File: src/design/env_artifact_stream_validator_assert.svh
// Assertion macros used by the stream validator queue.
// Expects clk_i and rst_ni in the scope of each use.
`ifndef ENV_ARTIFACT_STREAM_VALIDATOR_ASSERT_SVH
`define ENV_ARTIFACT_STREAM_VALIDATOR_ASSERT_SVH
// property holds at every rising clock edge outside reset
`define ESV_ASSERT(lbl, prop, msg) \
  lbl: assert property (@(posedge clk_i) disable iff (!rst_ni) prop) else $error(msg);
// condition never occurs outside reset
`define ESV_NEVER(lbl, cond, msg) \
  lbl: assert property (@(posedge clk_i) disable iff (!rst_ni) !(cond)) else $error(msg);
`endif

File: src/design/esv_pkg.sv
// Shared types and constants of the artifact stream validator.
// No dependencies.
package esv_pkg;

  localparam int unsigned HEADER_BYTES   = 60;
  localparam int unsigned MAX_MIP_LEVELS = 32;

  localparam logic [3:0] ST_OK        = 4'd0;
  localparam logic [3:0] ST_TRUNCATED = 4'd1;
  localparam logic [3:0] ST_MAGIC     = 4'd2;
  localparam logic [3:0] ST_VERSION   = 4'd3;
  localparam logic [3:0] ST_DIMS      = 4'd4;
  localparam logic [3:0] ST_MIPS      = 4'd5;
  localparam logic [3:0] ST_OVERFLOW  = 4'd6;
  localparam logic [3:0] ST_LAYOUT    = 4'd7;
  localparam logic [3:0] ST_NONFINITE = 4'd8;

  localparam logic [1:0] SEC_COEFF = 2'd0;
  localparam logic [1:0] SEC_SPEC  = 2'd1;
  localparam logic [1:0] SEC_LUT   = 2'd2;

  localparam logic [1:0] CFG_SCHEMA  = 2'd0;
  localparam logic [1:0] CFG_MAXDIM  = 2'd1;
  localparam logic [1:0] CFG_COEFF   = 2'd2;

  localparam logic [7:0] MAGIC [8] = '{8'h41, 8'h54, 8'h4C, 8'h45, 8'h4E, 8'h56, 8'h00, 8'h00};

  // one queue entry: results caused by one byte
  typedef struct packed {
    logic        has_word;
    logic [1:0]  sec;
    logic [31:0] value;
    logic        fin;
    logic        has_verd;
    logic [3:0]  status;
    logic [63:0] asset;
  } ent_t;

endpackage

File: src/design/env_artifact_stream_validator.sv
// Top level of the artifact stream validator: configuration registers,
// byte parser, result queue and result sender. Depends on esv_pkg.
//
//  channel | signals                              | moves
//  --------+--------------------------------------+------------------------
//  in      | in_valid_i/in_ready_o, byte, last    | one file byte per transfer
//  out     | out_valid_o/out_ready_i, 7 fields    | one result per transfer
//  cfg     | cfg_we_i, cfg_idx_i, cfg_wdata_i     | one register write
//
// Header checks finish in the cycle of the byte that completes them. A byte
// with two results (a word and the verdict) takes two output transfers. The
// parser stalls only when the two-entry queue is full; the sender presents
// results from its own register.
// Reset clears all control state; no clearing pass is needed.
module env_artifact_stream_validator (
  input  logic        clk_i,
  input  logic        rst_ni,
  input  logic        in_valid_i,
  output logic        in_ready_o,
  input  logic [7:0]  in_byte_i,
  input  logic        in_last_i,
  output logic        out_valid_o,
  input  logic        out_ready_i,
  output logic        kind_o,
  output logic [1:0]  section_o,
  output logic [31:0] word_value_o,
  output logic        word_finite_o,
  output logic [3:0]  status_o,
  output logic [63:0] asset_id_o,
  output logic        last_o,
  input  logic        cfg_we_i,
  input  logic [1:0]  cfg_idx_i,
  input  logic [31:0] cfg_wdata_i
);

  logic [31:0] schema_q;
  logic [31:0] maxdim_q;
  logic [10:0] coeff_q;

  always_ff @(posedge clk_i or negedge rst_ni) begin
    if (!rst_ni) begin
      schema_q <= 32'd1;
      maxdim_q <= 32'd4096;
      coeff_q  <= 11'd108;
    end else if (cfg_we_i) begin
      unique case (cfg_idx_i)
        esv_pkg::CFG_SCHEMA: schema_q <= cfg_wdata_i;
        esv_pkg::CFG_MAXDIM: maxdim_q <= cfg_wdata_i;
        esv_pkg::CFG_COEFF:  coeff_q  <= cfg_wdata_i[10:0];
        default: ;
      endcase
    end
  end

  logic          push, pop, q_valid, q_full;
  esv_pkg::ent_t push_ent, q_head;

  esv_front u_front (
    .clk_i            (clk_i),
    .rst_ni           (rst_ni),
    .in_valid_i       (in_valid_i),
    .in_ready_o       (in_ready_o),
    .in_byte_i        (in_byte_i),
    .in_last_i        (in_last_i),
    .schema_version_i (schema_q),
    .max_dimension_i  (maxdim_q),
    .coeff_bytes_i    (coeff_q),
    .q_full_i         (q_full),
    .push_o           (push),
    .push_ent_o       (push_ent)
  );

  esv_queue u_queue (
    .clk_i      (clk_i),
    .rst_ni     (rst_ni),
    .push_i     (push),
    .push_ent_i (push_ent),
    .pop_i      (pop),
    .head_o     (q_head),
    .valid_o    (q_valid),
    .full_o     (q_full)
  );

  esv_back u_back (
    .clk_i         (clk_i),
    .rst_ni        (rst_ni),
    .q_valid_i     (q_valid),
    .q_head_i      (q_head),
    .q_pop_o       (pop),
    .out_valid_o   (out_valid_o),
    .out_ready_i   (out_ready_i),
    .kind_o        (kind_o),
    .section_o     (section_o),
    .word_value_o  (word_value_o),
    .word_finite_o (word_finite_o),
    .status_o      (status_o),
    .asset_id_o    (asset_id_o),
    .last_o        (last_o)
  );

endmodule

File: src/design/esv_queue.sv
// Two-entry queue between the byte parser and the result sender.
// Depends on esv_pkg and the assertion macro header.
`include "env_artifact_stream_validator_assert.svh"
module esv_queue (
  input  logic          clk_i,
  input  logic          rst_ni,
  input  logic          push_i,
  input  esv_pkg::ent_t push_ent_i,
  input  logic          pop_i,
  output esv_pkg::ent_t head_o,
  output logic          valid_o,
  output logic          full_o
);

  esv_pkg::ent_t ent_q [2];
  logic          wr_ptr_q, wr_ptr_d;
  logic          rd_ptr_q, rd_ptr_d;
  logic [1:0]    cnt_q, cnt_d;

  assign head_o  = ent_q[rd_ptr_q];
  assign valid_o = (cnt_q != 2'd0);
  assign full_o  = (cnt_q == 2'd2);

  always_comb begin
    wr_ptr_d = push_i ? ~wr_ptr_q : wr_ptr_q;
    rd_ptr_d = pop_i ? ~rd_ptr_q : rd_ptr_q;
    cnt_d    = cnt_q + {1'b0, push_i} - {1'b0, pop_i};
  end

  always_ff @(posedge clk_i or negedge rst_ni) begin
    if (!rst_ni) begin
      wr_ptr_q <= 1'b0;
      rd_ptr_q <= 1'b0;
      cnt_q    <= 2'd0;
    end else begin
      wr_ptr_q <= wr_ptr_d;
      rd_ptr_q <= rd_ptr_d;
      cnt_q    <= cnt_d;
    end
  end

  always_ff @(posedge clk_i) begin
    if (push_i) begin
      ent_q[wr_ptr_q] <= push_ent_i;
    end
  end

  `ESV_NEVER(a_cnt_range, cnt_q > 2'd2, "queue count out of range")
  `ESV_NEVER(a_no_overflow, push_i && cnt_q == 2'd2, "push into full queue")
  `ESV_NEVER(a_no_underflow, pop_i && cnt_q == 2'd0, "pop from empty queue")
  `ESV_ASSERT(a_cnt_up, (push_i && !pop_i) |=> cnt_q == $past(cnt_q) + 2'd1, "count lost a push")

endmodule

File: src/design/esv_front.sv
// Byte parser: magic, version, header fields, dimension and layout checks,
// payload word assembly and verdict. Depends on esv_pkg.
module esv_front (
  input  logic          clk_i,
  input  logic          rst_ni,
  input  logic          in_valid_i,
  output logic          in_ready_o,
  input  logic [7:0]    in_byte_i,
  input  logic          in_last_i,
  input  logic [31:0]   schema_version_i,
  input  logic [31:0]   max_dimension_i,
  input  logic [10:0]   coeff_bytes_i,
  input  logic          q_full_i,
  output logic          push_o,
  output esv_pkg::ent_t push_ent_o
);

  localparam logic [32:0] CNT_MAX = '1;
  localparam logic [32:0] HDR33   = 33'(esv_pkg::HEADER_BYTES);

  logic [32:0] cnt_q, cnt_d;
  logic [3:0]  err_q, err_d;
  logic        nf_q, nf_d;
  logic [31:0] wg_q, wg_d;
  logic [63:0] asset_q, asset_d;
  logic [31:0] spec_q, spec_d;
  logic [31:0] lut_q, lut_d;
  logic [31:0] hdr_q [2:10];

  logic        acc, hdr_we;
  logic [3:0]  hdr_idx;
  logic [1:0]  ph;
  logic [31:0] wg_asm;
  esv_pkg::ent_t ent;

  function automatic logic is_pow2(input logic [31:0] v);
    return (v != 32'd0) && ((v & (v - 32'd1)) == 32'd0);
  endfunction

  function automatic logic [4:0] lg2(input logic [31:0] v);
    logic [4:0] r;
    r = 5'd0;
    for (int i = 0; i < 32; i++) begin
      if (v[i]) r = r | 5'(i);
    end
    return r;
  endfunction

  assign in_ready_o = !q_full_i;
  assign acc        = in_valid_i && in_ready_o;
  assign ph         = cnt_q[1:0];
  assign wg_asm     = ((ph == 2'd0) ? 32'd0 : wg_q) | (32'(in_byte_i) << {ph, 3'b000});

  // dimension check, at the byte that completes the lookup height
  logic [31:0] face, mips, lw, lh;
  logic [4:0]  lgf, lgw, lgh;
  logic [5:0]  lgsum;
  logic [3:0]  dims_code;
  logic [31:0] spec_calc, lut_calc;

  always_comb begin
    face  = hdr_q[2];
    mips  = hdr_q[3];
    lw    = hdr_q[4];
    lh    = wg_asm;
    lgf   = lg2(face);
    lgw   = lg2(lw);
    lgh   = lg2(lh);
    lgsum = 6'(lgw) + 6'(lgh);
    if (!is_pow2(face) || !is_pow2(lw) || !is_pow2(lh) || face > max_dimension_i ||
        lw > max_dimension_i || lh > max_dimension_i) begin
      dims_code = esv_pkg::ST_DIMS;
    end else if (mips != 32'(lgf) + 32'd1 ||
                 mips > 32'(esv_pkg::MAX_MIP_LEVELS)) begin
      dims_code = esv_pkg::ST_MIPS;
    end else if (lgf >= 5'd14 || lgsum >= 6'd30) begin
      dims_code = esv_pkg::ST_OVERFLOW;
    end else begin
      dims_code = esv_pkg::ST_OK;
    end
    // sum of 48 * 4^i over all levels is 16 * (4^(log2 face + 1) - 1)
    spec_calc = 32'((((36'd1 << ({1'b0, lgf, 1'b0} + 7'd2)) - 36'd1) << 4));
    lut_calc  = 32'(33'd1 << (7'(lgsum) + 7'd2));
  end

  // layout check, at the last header byte
  logic [11:0] spec_off;
  logic [32:0] lut_off;
  logic        lay_bad;

  always_comb begin
    spec_off = 12'(esv_pkg::HEADER_BYTES) + {1'b0, coeff_bytes_i};
    lut_off  = 33'(spec_off) + 33'(spec_q);
    lay_bad  = (hdr_q[6] != 32'(esv_pkg::HEADER_BYTES)) ||
               (hdr_q[7] != 32'(coeff_bytes_i)) ||
               (hdr_q[8] != 32'(spec_off)) ||
               (hdr_q[9] != spec_q) ||
               ({1'b0, hdr_q[10]} != lut_off) ||
               (wg_asm != lut_q);
  end

  // payload section position
  logic [32:0] rel, r2, r3;
  logic        in_coeff, coeff_word, in_spec, in_lut;

  always_comb begin
    rel        = cnt_q - HDR33;
    r2         = rel - 33'(coeff_bytes_i);
    r3         = r2 - 33'(spec_q);
    in_coeff   = rel < 33'(coeff_bytes_i);
    coeff_word = rel < 33'({coeff_bytes_i[10:2], 2'b00});
    in_spec    = r2 < 33'(spec_q);
    in_lut     = r3 < 33'(lut_q);
  end

  logic [33:0] total;
  logic        half_odd;
  logic [31:0] half_val;

  always_comb begin
    cnt_d   = cnt_q;
    err_d   = err_q;
    nf_d    = nf_q;
    wg_d    = wg_q;
    asset_d = asset_q;
    spec_d  = spec_q;
    lut_d   = lut_q;
    hdr_we  = 1'b0;
    hdr_idx = 4'(cnt_q[5:2] - 4'd3);
    ent     = '0;
    total   = 34'(esv_pkg::HEADER_BYTES) + 34'(coeff_bytes_i) + 34'(spec_q) + 34'(lut_q);
    half_odd = in_spec ? r2[0] : r3[0];
    half_val = {16'd0, in_byte_i, wg_q[7:0]};
    if (acc) begin
      if (cnt_q < 33'd8) begin
        if (in_byte_i != esv_pkg::MAGIC[cnt_q[2:0]] && err_q == esv_pkg::ST_OK) begin
          err_d = esv_pkg::ST_MAGIC;
        end
      end else if (cnt_q < HDR33) begin
        wg_d = wg_asm;
        if (cnt_q >= 33'd12 && cnt_q < 33'd20) begin
          asset_d = asset_q | (64'(in_byte_i) << {cnt_q[2:0] + 3'd4, 3'b000});
        end
        if (ph == 2'd3) begin
          if (cnt_q == 33'd11) begin
            if (wg_asm != schema_version_i && err_q == esv_pkg::ST_OK) begin
              err_d = esv_pkg::ST_VERSION;
            end
          end else if (cnt_q >= 33'd23 && cnt_q <= 33'd55) begin
            hdr_we = 1'b1;
          end
        end
        if (cnt_q == 33'd35 && err_q == esv_pkg::ST_OK) begin
          if (dims_code != esv_pkg::ST_OK) begin
            err_d = dims_code;
          end else begin
            spec_d = spec_calc;
            lut_d  = lut_calc;
          end
        end
        if (cnt_q == HDR33 - 33'd1 && err_q == esv_pkg::ST_OK && lay_bad) begin
          err_d = esv_pkg::ST_LAYOUT;
        end
      end else if (err_q == esv_pkg::ST_OK) begin
        if (in_coeff) begin
          wg_d = wg_asm;
          if (ph == 2'd3 && coeff_word) begin
            ent.has_word = 1'b1;
            ent.sec      = esv_pkg::SEC_COEFF;
            ent.value    = wg_asm;
            ent.fin      = (wg_asm[30:23] != 8'hFF);
          end
        end else if (in_spec || in_lut) begin
          if (!half_odd) begin
            wg_d = {24'd0, in_byte_i};
          end else begin
            ent.has_word = 1'b1;
            ent.sec      = in_spec ? esv_pkg::SEC_SPEC : esv_pkg::SEC_LUT;
            ent.value    = half_val;
            ent.fin      = (in_byte_i[6:2] != 5'h1F);
          end
        end
        if (ent.has_word && !ent.fin) nf_d = 1'b1;
      end
      if (cnt_q != CNT_MAX) cnt_d = cnt_q + 33'd1;
      if (in_last_i) begin
        ent.has_verd = 1'b1;
        ent.asset    = asset_d;
        if (cnt_d < HDR33) begin
          ent.status = esv_pkg::ST_TRUNCATED;
        end else if (err_d != esv_pkg::ST_OK) begin
          ent.status = err_d;
        end else if (cnt_d == CNT_MAX || {1'b0, cnt_d} != total) begin
          ent.status = esv_pkg::ST_LAYOUT;
        end else if (nf_d) begin
          ent.status = esv_pkg::ST_NONFINITE;
        end else begin
          ent.status = esv_pkg::ST_OK;
        end
        cnt_d   = '0;
        err_d   = esv_pkg::ST_OK;
        nf_d    = 1'b0;
        wg_d    = '0;
        asset_d = '0;
        spec_d  = '0;
        lut_d   = '0;
      end
    end
  end

  assign push_o     = acc && (ent.has_word || ent.has_verd);
  assign push_ent_o = ent;

  always_ff @(posedge clk_i or negedge rst_ni) begin
    if (!rst_ni) begin
      cnt_q   <= '0;
      err_q   <= esv_pkg::ST_OK;
      nf_q    <= 1'b0;
      wg_q    <= '0;
      asset_q <= '0;
      spec_q  <= '0;
      lut_q   <= '0;
    end else begin
      cnt_q   <= cnt_d;
      err_q   <= err_d;
      nf_q    <= nf_d;
      wg_q    <= wg_d;
      asset_q <= asset_d;
      spec_q  <= spec_d;
      lut_q   <= lut_d;
    end
  end

  always_ff @(posedge clk_i) begin
    if (hdr_we) begin
      hdr_q[hdr_idx] <= wg_asm;
    end
  end

endmodule

File: src/design/esv_back.sv
// Result sender: takes queue entries and presents word and verdict
// results on the output channel. Depends on esv_pkg.
module esv_back (
  input  logic          clk_i,
  input  logic          rst_ni,
  input  logic          q_valid_i,
  input  esv_pkg::ent_t q_head_i,
  output logic          q_pop_o,
  output logic          out_valid_o,
  input  logic          out_ready_i,
  output logic          kind_o,
  output logic [1:0]    section_o,
  output logic [31:0]   word_value_o,
  output logic          word_finite_o,
  output logic [3:0]    status_o,
  output logic [63:0]   asset_id_o,
  output logic          last_o
);

  esv_pkg::ent_t cur_q;
  logic          busy_q, busy_d;
  logic          vph_q, vph_d;   // 1 while the verdict is shown
  logic          xfer, done, load;

  assign xfer    = busy_q && out_ready_i;
  assign done    = xfer && (vph_q || !cur_q.has_verd);
  assign load    = (!busy_q || done) && q_valid_i;
  assign q_pop_o = load;

  always_comb begin
    busy_d = busy_q;
    vph_d  = vph_q;
    if (xfer) begin
      if (done) busy_d = 1'b0;
      else vph_d = 1'b1;
    end
    if (load) begin
      busy_d = 1'b1;
      vph_d  = !q_head_i.has_word;
    end
  end

  always_ff @(posedge clk_i or negedge rst_ni) begin
    if (!rst_ni) begin
      busy_q <= 1'b0;
      vph_q  <= 1'b0;
    end else begin
      busy_q <= busy_d;
      vph_q  <= vph_d;
    end
  end

  always_ff @(posedge clk_i) begin
    if (load) cur_q <= q_head_i;
  end

  assign out_valid_o   = busy_q;
  assign kind_o        = vph_q;
  assign section_o     = vph_q ? esv_pkg::SEC_COEFF : cur_q.sec;
  assign word_value_o  = vph_q ? 32'd0 : cur_q.value;
  assign word_finite_o = vph_q ? 1'b0 : cur_q.fin;
  assign status_o      = vph_q ? cur_q.status : esv_pkg::ST_OK;
  assign asset_id_o    = vph_q ? cur_q.asset : 64'd0;
  assign last_o        = vph_q || !cur_q.has_verd;

endmodule

File: config.mk
export PLATFORM = sky130hd
export DESIGN_NAME = env_artifact_stream_validator
export DESIGN_NICKNAME = d
export VERILOG_FILES = /design/src/design/esv_pkg.sv /design/src/design/env_artifact_stream_validator.sv /design/src/design/esv_queue.sv /design/src/design/esv_front.sv /design/src/design/esv_back.sv
export VERILOG_INCLUDE_DIRS = /design/src /design/src/design
export SDC_FILE = /design/constraint.sdc
export NUM_CORES = 2
export LEC_CHECK = 0
export BUFFER_PORTS_ARGS = -buffer_cell sky130_fd_sc_hd__buf_2
export CORE_UTILIZATION = 54
export CTS_CLUSTER_SIZE = 12
export DETAILED_ROUTE_END_ITERATION = 8
export GPL_TIMING_DRIVEN = 1
export PLACE_DENSITY = 0.74
export SETUP_SLACK_MARGIN = 0.02
export SLEW_MARGIN = 40
export SYNTH_ARGS = -nofsm -noshare
export SYNTH_HDL_FRONTEND = slang
export SYNTH_SLANG_ARGS = --single-unit
File: constraint.sdc
create_clock -name clk_i -period 13.25 [get_ports clk_i]
set_input_delay 1.325 -clock clk_i [delete_from_list [all_inputs] [get_ports clk_i]]
set_output_delay 1.325 -clock clk_i [all_outputs]
set_load 0.1 [all_outputs]
==> results.txt <==
cts hold-fix bufs: 0
Final Critical Period: 11,320 ps
vias per std cell: 6.61
Max-Cap Viols: 0
proportion of netlist area held by the largest area contributor: 0.348
ys async rst share: 0.325
Post-DRT Antenna Nets: 0
nets: 5,107
crit path DAT: 11,600 ps
via count: 39.9k
type of the worst min-delay path: flop to flop
Layout Cells excl Fill: 6,037
routed len/inst: 28.0 µm
Critical Path Source Type: flop
I/O pin total: 155
GP Congestion: 1.04
Distinct cells, synth: 100
largest net degree at the start of global routing: 106
largest family of logic cells by synthesized area: simple AND/OR/NAND/NOR gates
slowest CP cell: dfrtp_1
worst reg2reg path endpoint: u_queue.ent_q[0][34]
Routed WL: 169,000 µm
vias in the first global route: 38.2k
die area: 0.0923 mm²
Cells after DPL: 5,874
Critical Path Sink Type: flop
Yosys top cell by area: edfxtp_1
Initial Utilization: 0.546
Clock Skew: 60.2 ps
adder-cell area share of the yosys netlist: 0.0703
switching share of power: 0.441
Crit Path Class: flop to flop
hold depth: 2
Req. time, crit path: 13,530 ps
R2R depth: 37
die width: 304 µm
Fin Setup TNS: 0 ps
Ys Warns: 0
fmax: 0.0883 GHz
H-tree depth: 3
reg-to-reg startpoint: u_front.cnt_q[2]
Root Buffer: clkbuf_16
sequential fraction of design power: 0.331
Synth Area in Compound Gates: 0.134
power per cell area: 198 mW/mm²
GRT Util Overall: 0.360
P&R area growth vs syn: 10.5%
Post-synth EDFFs: 570
global-route wire length before repair: 247,000 µm
initial antenna violation count: 6
RSZ-0062 raised after global routing: no
ys flop type: edfxtp_1
Worst-Skew Late Latency: 680 ps
Hold Vio Cnt, Final: 0
Worst Max-Slew Pin Slew: 909 ps
post-synthesis sequential element count: 844
Cell Int Power: 6.01 mW
fillcell total: 7,401
post-DP HPWL: 123,000 µm
fin util: 0.603
Core Region: 0.0901 mm²
DRC Markers: 0
post-route cell area: 0.0544 mm²
synthesized instance count: 4,675
Slew Limit Fails: 0
Lkg Pwr: 20.7 nW
worst setup path start: u_front.cnt_q[2]
Placed Area: 0.0515 mm²
simple-gate area share of the yosys netlist: 0.173
reg-to-reg slack, setup: 1930 ps
Remaining Overflow, GRT: 0
I/O Buffers: 154
syn_nets: 4,991
Clock Sinks: 844
Crit Path Max Fanout: 81
status: finished, final reports clean
Post-Synth XOR/XNOR Area: 0.0563
post-synthesis sequential area ratio: 0.487
postcts setup bufs: 0
cts bufs inserted: 89
Combinational Power Share: 0.443
post-synthesis mux area share: 0.0443
layout cell share with drive strength beyond 1: 0.131
CTS tree: built
clock buffer depth: 3
final setup vio count: 0
initial DRC count: 4,752
Netlist Area Pre-Place: 0.0492 mm²
mean post-synth cell area: 10.5 µm²
hold_sp: u_front.wg_q[14]
CP peak stage delay: 790 ps
clock transition at the registers of the reported paths: 60 ps
top cells by area, synth: edfxtp_1 (35%), dfrtp_1 (14%), ha_1 (6.5%)
FP Rows: 110
Setup crit end: u_queue.ent_q[0][34]
Synth top cells by count: edfxtp_1 (570), nor2_1 (354), nand2_1 (325)
CTS resizes: 0
Die Ht: 304 µm
Slew headroom: 0.394
cell with the most instances after synthesis: edfxtp_1
sw power: 4.74 mW
clock share of power: 0.226
Peak supply drop: 0.000152 V
fin crit share: 0.854
First-pass DRT Iterations: 7
registers in the layout, indices dropped and copies added, names as in the netlist:
name	count
u_front.wg_q	32
u_front.spec_q	27
u_back.cur_q	104
u_queue.ent_q	210
maxdim_q	32
u_front.nf_q	1
u_front.asset_q	64
u_queue.cnt_q	2
u_front.hdr_q	256
u_back.out_valid_o	1
u_front.err_q	4
u_queue.wr_ptr_q	1
u_back.kind_o	1
u_front.lut_q	32
u_queue.rd_ptr_q	1
schema_q	32
u_front.cnt_q	33
coeff_q	11
power groups by stage:
stage,sequential [mW],combinational (mW),clock (mW)
finish,3.56,4.77,2.43
detailed placement,3.60,4.65,0
CTS,3.55,4.68,2.45
global route,3.58,5.02,2.55
global placement,3.58,4.61,0
floorplan,3.52,3.39,0
critical path: cells and delay by family (launching register included):
kind	cells	cell delay, ps
simple gates	9	2280
buf+inv	1	450
fa+ha+maj	4	1340
compound gates	20	5520
xor+xnor	3	430
flops	1	790
area by class of cell:
class | instances | area [µm²] | area share
sequential | 844 | 24000 | 0.441
multi-input combinational | 3392 | 23700 | 0.436
clock buffer | 135 | 2490 | 0.0458
timing repair buffer | 245 | 1540 | 0.0284
tap | 1176 | 1470 | 0.0271
inverter | 219 | 822 | 0.0151
clock inverter | 25 | 324 | 0.00596
antenna | 1 | 2.50 | 0.0000460
layout by cell type, fill, tap and decap left out, drive strengths merged, types with 16 or more instances in the layout:
| cell type | count |
|---|---|
| edfxtp | 570 |
| nor2 | 354 |
| nand2 | 325 |
| dfrtp | 268 |
| ha | 255 |
| a21oi | 254 |
| buf | 244 |
| inv | 222 |
| xnor2 | 217 |
| mux2 | 184 |
| o21ai | 174 |
| clkbuf | 136 |
| nand4 | 127 |
| nor4 | 124 |
| nor2b | 111 |
| nand3 | 105 |
| o31ai | 101 |
| a31oi | 93 |
| nor3 | 91 |
| and2 | 88 |
| xor2 | 84 |
| a21o | 67 |
| nand2b | 58 |
| or4 | 42 |
| or3 | 36 |
| a211oi | 34 |
| a2111oi | 32 |
| and3 | 31 |
| o21a | 28 |
| o211ai | 28 |
| or2 | 27 |
| and4 | 26 |
| a22oi | 23 |
| o2111ai | 19 |
| nor3b | 18 |
| o41ai | 16 |
routing by layer:
| layer | wire length (µm) | track usage | vias to the layer above |
|---|---|---|---|
| met2 | 74300 | 0.550 | 2406 |
| met4 | 12300 | 0.227 | 2 |
| met1 | 65300 | 0.475 | 19300 |
| met3 | 17000 | 0.0675 | 509 |
| li1 | - | - | 17700 |
| met5 | 11 | 0 | - |
cells by family (layout without fill, tap and decap cells):
kind of cell	Yosys count	in the layout
simple gates	1621	1621
compound gates	1000	1000
flops	844	844
buf+inv	439	624
xor+xnor	307	307
fa+ha+maj	269	269
mux	195	195
other cells	0	1
worst min path at each step:
| stage | end | slack, ps |
|---|---|---|
| 2_1_floorplan | u_front.wg_q[11] | 440 |
| 3_3_place_gp | u_front.wg_q[29] | 450 |
| 3_5_place_dp | u_front.wg_q[14] | 460 |
| 4_1_cts | u_front.wg_q[29] | 470 |
| 5_1_grt | u_front.wg_q[29] | 490 |
| 6_report | u_front.wg_q[14] | 470 |
per-stage QoR:
stage | worst slack (ps) | hold slack (ps) | power (mW)
floorplan | 588 | 441 | 6.91
global placement | 2140 | 451 | 8.19
detailed placement | 2170 | 459 | 8.25
CTS | 2110 | 473 | 10.7
global route | 1090 | 489 | 11.2
finish | 1930 | 472 | 10.8
No activity file was read; power rests on OpenSTA's default activity.
